<file path="config.mk">
export PLATFORM = sky130hd
export DESIGN_NAME = fflt_mac
export DESIGN_NICKNAME = d
export VERILOG_FILES = /design/src/hdl/fflt_pkg.sv /design/src/hdl/fflt_mac.sv
export SDC_FILE = /design/constraint.sdc
export NUM_CORES = 2
export LEC_CHECK = 0
export ABC_AREA = 0
export BUFFER_PORTS_ARGS = -buffer_cell sky130_fd_sc_hd__buf_2
export CELL_PAD_IN_SITES_DETAIL_PLACEMENT = 0
export CELL_PAD_IN_SITES_GLOBAL_PLACEMENT = 2
export CORE_UTILIZATION = 40
export DETAILED_ROUTE_END_ITERATION = 10
export PLACE_DENSITY = 0.81
export SYNTH_ARGS = -nofsm -noshare
export SYNTH_HDL_FRONTEND = slang
export SYNTH_SLANG_ARGS = --single-unit
</file>
<file path="constraint.sdc">
create_clock -name i_clk -period 17.2 [get_ports i_clk]
set_clock_uncertainty 0.1 [all_clocks]
set_input_delay 3.44 -clock i_clk [delete_from_list [all_inputs] [get_ports i_clk]]
set_output_delay 3.44 -clock i_clk [all_outputs]
set_load 0.005 [all_outputs]
</file>
<file path="src/hdl/fflt_pkg.sv">
// Shared types and constants for the loadable-tap FIR filter.
package fflt_pkg;

    // Width of the tap-count register.
    localparam int TAPS_W = 7;
    // Tap-count reset value.
    localparam logic [TAPS_W-1:0] TAPS_RESET = 7'd32;
    // Used tap count is rounded up to a multiple of this.
    localparam int TAP_ALIGN = 4;
    // Width of the coefficient index field.
    localparam int IDX_W = 6;
    // Accumulator width; sums wrap at this width.
    localparam int ACC_WIDTH = 64;

    // Input command codes.
    localparam logic CMD_FILTER = 1'b0;
    localparam logic CMD_LOAD   = 1'b1;

    // Per-cell controls for the current cycle.
    typedef struct packed {
        logic clear;       // zero the history word
        logic shift_hist;  // take the history word from the neighbor
        logic shift_coef;  // take the coefficient from the neighbor
        logic load;        // write the coefficient from the load request
    } t_cell_ctl;

endpackage

</file>
<file path="src/hdl/fflt_mac.sv">
// Multiply-accumulate at the head of the chain, with rounding and saturation.
module fflt_mac #(
    parameter int SAMPLE_WIDTH = 24,
    parameter int COEF_WIDTH   = 18
) (
    input  logic                           i_clk,
    input  logic                           i_rst_n,
    input  logic                           i_clear,
    input  logic                           i_en,
    input  logic signed [SAMPLE_WIDTH-1:0] i_hist,
    input  logic signed [COEF_WIDTH-1:0]   i_coef,
    output logic signed [SAMPLE_WIDTH-1:0] o_sample,
    output logic                           o_clipped
);
    import fflt_pkg::*;

    localparam int PROD_W = SAMPLE_WIDTH + COEF_WIDTH;
    localparam logic signed [ACC_WIDTH-1:0] RND_HALF = ACC_WIDTH'(64'sd1 <<< (COEF_WIDTH - 2));
    localparam logic signed [ACC_WIDTH-1:0] SAT_HI =
        ACC_WIDTH'((64'sd1 <<< (SAMPLE_WIDTH - 1)) - 64'sd1);
    localparam logic signed [ACC_WIDTH-1:0] SAT_LO = -SAT_HI - ACC_WIDTH'(64'sd1);

    logic signed [PROD_W-1:0]    r_prod;
    logic                        r_pv;
    logic signed [ACC_WIDTH-1:0] r_acc;
    logic signed [ACC_WIDTH-1:0] w_sum;
    logic signed [ACC_WIDTH-1:0] w_rounded;

    always_ff @(posedge i_clk) begin
        if (!i_rst_n) begin
            r_pv <= 1'b0;
        end else begin
            r_pv <= i_en;
        end
    end

    always_ff @(posedge i_clk) begin
        r_prod <= i_hist * i_coef;
        if (i_clear) begin
            r_acc <= '0;
        end else if (r_pv) begin
            r_acc <= r_acc + ACC_WIDTH'(r_prod);
        end
    end

    // Adding half an LSB and then a floor shift rounds halves upward.
    always_comb begin
        w_sum     = r_acc + RND_HALF;
        w_rounded = w_sum >>> (COEF_WIDTH - 1);
        o_clipped = 1'b0;
        o_sample  = SAMPLE_WIDTH'(w_rounded);
        if (w_rounded > SAT_HI) begin
            o_sample  = SAMPLE_WIDTH'(SAT_HI);
            o_clipped = 1'b1;
        end else if (w_rounded < SAT_LO) begin
            o_sample  = SAMPLE_WIDTH'(SAT_LO);
            o_clipped = 1'b1;
        end
    end
endmodule

</file>
# Yosys cells after proc, flatten, opt, wreduce, memory -nomap -nowiden
# Index checks and enable logic that the tools add are counted.
[word_totals]
register_bits = 107
output_inout_bits = 25
[classes]
add_sub_neg = 2
multipliers = 1
magnitude_cmp = 2
muxes = 4
[ops]
columns = ["op", "count"]
rows = [
  ["$add 64x18->64 const B", 1],
  ["$add 64x42->64", 1],
  ["$mux 24", 2],
  ["$gt 47x24->1 const B", 1],
  ["$lt 47x24->1 const B", 1],
  ["$mul 24x18->42", 1],
  ["$mux 1", 2],
]

# Longest topological paths before layout
[logic_depth]
depth_word = 4
depth_mapped = 26
ltp_nobuf = 25

# Worst setup path before layout
# Ideal clock, no wire load.
[synth_path]
kind = "input to register"
from = "in i_hist[10]"
to = "reg r_prod[40]"
setup_ns = 0.119
arrival_time_ns = 9.399
required_time_ns = 16.981
setup_slack_ns = 7.581
stages = 23
path_buffers = 2
cell_sequence = "clkbuf_1 clkbuf_1 nand2_1 fa_1 inv_1 fa_1 fa_1 fa_1 fa_1 inv_1 fa_1 inv_1 ha_1 a21o_1 a21o_1 a211o_1 a31oi_1 o22ai_1 nand4_1 a21oi_1 o2111a_1 o31a_1 xor2_1"
[synth_between]
elab_chain_len = 1
[synth_rtl]
columns = ["element", "line", "source"]
rows = [
  ["start: declaration", "fflt_mac.sv:10", "input logic signed [SAMPLE_WIDTH-1:0] i_hist,"],
  ["$mul 24x18->42", "fflt_mac.sv:38", "r_prod <= i_hist * i_coef;"],
  ["end signal: assignment", "fflt_mac.sv:38", ""],
  ["end: declaration", "fflt_mac.sv:23", "logic signed [PROD_W-1:0] r_prod;"],
]
# No other way between the ends.
# A chain may end at the register's enable or synchronous reset.

# Final worst setup path
[layout_path]
from = "in i_coef[17]"
to = "reg r_prod[41]"
[layout_between]
elab_chain_len = 1
[layout_rtl]
columns = ["element", "line", "source"]
rows = [
  ["start: declaration", "fflt_mac.sv:11", "input logic signed [COEF_WIDTH-1:0] i_coef,"],
  ["$mul 24x18->42", "fflt_mac.sv:38", ""],
]
# No other way between the ends.

==> reports/metrics.cfg <==
[outcome]
outcome=completed

[timing]
final.setup.tns_ns=0
fin_crit_sh=0.589
rsz0062_at_grt=false
period_minus_slack_ns=10.13
max_freq_mhz=98.8
finalHoldViolCount=0
whs_ns=0.403
finalMaxSlewViolations=0
setup_violations=0
worst_pin_slew_ns=0.825
relSlewSlack=0.445

[floorplan]
dieArea_um2=60100
core_area_um2=58000
start_util=0.407
die_w_um=245
ioPinCount=71
die_y_um=245
placement_rows=88

[placed_design]
place.gp.congestion=0.854
io_buffers=70
dp_hpwl_um=52000

[critical_path]
crit_path_start_kind=primary input
crit_path_end_kind=register
rr_endpoint=r_acc[63]
r2r_slack_ns=13.35
worstPathArrival_ns=10.29
cp_max_fo=18
r2r_cells=12
timing.rr.start=r_prod[41]
required_ns=17.37
path_class=in2reg

[drt]
vias=17710
routedLengthMet1_um=31000
final_antenna_net_count=0
top_layer=met4
wl_met2_um=27400
wl_um=61300
drc_errors=0
via_per_inst=5.08
first_pass_iters=5
wire_per_inst_um=17.6
drtIter0Drc=862
wl_met3_um=2310

[clocking]
clock_sinks=107
cts_tree=yes
cts_hold_buffers=0
worstSkewPairLatency_ns=0.38
cts.clk_slew.worst_paths_ns=0.07
ctsResizeCount=0
htree_levels=3
cts_buffers=9
clk_path_buf_depth=2
post_cts.repair.setup_buffers=0
cts_root_buffer=clkbuf_16

[logic_synthesis]
yosys_warnings=0
synth_fp_nets=3402
synth.ff_latch_count=107
avgSynthCellArea_um2=8.56
ys_seq_area_frac=0.0906
async_flop_share=0
synth_top_area_share=0.361
synth.area.top_cells=fa_1 36%, dfxtp_1 9.1%, ha_1 8.9%
synth_top_cell_by_area=fa_1
synth.distinct_cells=82
synth_enable_flop_cells=0
synthFlopType=dfxtp_1
synth_cells=2761
syn-cell-area_um2=23600

[final_layout]
antenna_cells=0
drive_gt1_frac=0.0526
seqCellArea_um2=2150
syn_to_final_growth_pct=4.66
fillers=5816
multi_input_area_um2=19000
nNetsFinal=3357

[global_route]
grt_pass1_wl_um=101000
grtUsageTotal=0.211
grt_pass1_vias=18541
grt_max_degree=70
grt_overflow=0
antenna_found_initial=1

[hold_path]
holdPathStages=2
whs_endpoint=r_acc[5]
hp-start=r_acc[5]
min_path_type=reg2reg

[run]
max-cap-violations=0

## per-stage QoR
stage | utilization | area [um2] | setup WS (ns) | std cells
2_1_floorplan | - | 23600 | 7.58 | 2761
3_5_place_dp | 0.421 | 24400 | 6.60 | 3470
5_1_grt | 0.426 | 24700 | 6.70 | 3486
3_3_place_gp | 0.421 | 24400 | 6.69 | 3470
4_1_cts | 0.426 | 24700 | 7.02 | 3486
6_report | 0.426 | 24700 | 7.07 | 3486
## state kept, by name, summed over array words and instances (netlist names)
register	flops
r_acc	64
r_prod	42
r_pv	1
## cells in the final DEF, fill, tap and decap left out, types with 58 or more instances in the layout
cell type and n:
ha_1 169, nand2_1 354, and2_1 153, nor2_1 132, dfxtp_1 106, fa_1 426
o21ai_0 58, inv_1 522, xnor2_1 86, buf_2 70, a21oi_1 92
## area by class of cell
cell class / instances / area share
Tap cell: 765 / 0.0387
Clock inverter: 7 / 0.00308
Inverter: 524 / 0.0795
Sequential cell: 107 / 0.0867
Timing Repair Buffer: 74 / 0.0154
Multi-Input combinational cell: 2000 / 0.768
Clock buffer: 9 / 0.00910
## cells in the mapped netlist (all sizes together) (17+ instances only)
cell,n
fa,426
dfxtp,107
a211oi,19
nand2,355
o21ai,83
and3,24
buf,25
a21oi,93
and2,153
nor2,132
a31oi,17
inv,523
o21a,20
nand3,39
nand4,32
xnor2,86
ha,169
mux2i,47
clkbuf,105
xor2,49
a21o,56
nor3,35
o21bai,17
## metal layers
metal | global-route usage | vias up
li1 | - | 8567
met1 | 0.313 | 8816
met2 | 0.337 | 291
met3 | 0.0183 | 36
met4 | 0.0386 | 0
met5 | 0 | -
## worst max path at each step
stage                          start    endpoint  slack (ns)  depth (start not counted)
after floorplan           i_hist[10]  r_prod[40]        7.58                         23
after global placement    i_coef[17]  r_prod[41]        6.69                         21
after detailed placement  i_coef[17]  r_prod[41]        6.60                         21
after CTS                 i_coef[17]  r_prod[41]        7.02                         21
after global routing       i_coef[0]  r_prod[41]        6.70                         23
final                     i_coef[17]  r_prod[41]        7.07                         21
## kinds of logic after synthesis
kind of cell,synth area share
muxes,0.0204
adders and majority gates,0.450
AOI/OAI and AO/OA,0.110
xor gates and xnor gates,0.0500
and+or+nand+nor,0.173
DFF,0.0906
buffers and inverters,0.106
## worst max-delay path, stage by stage
cell and delay (ns):
buf_2 0.28, clkinv_1 0.55, nor2_1 0.32, fa_1 0.46, fa_1 0.52, fa_1 0.52
fa_1 0.52, fa_1 0.55, inv_1 0.06, fa_1 0.52, inv_1 0.04, ha_1 0.36
a21o_1 0.20, a21o_1 0.17, a21oi_1 0.28, o22ai_1 0.14, nor4_1 0.32, nor2_1 0.13
o31a_1 0.28, o31a_1 0.28, a311o_1 0.35
Power is left out: the tool's default activity adds up to more than one toggle a clock period on the data nets, which glitch-free logic cannot reach.
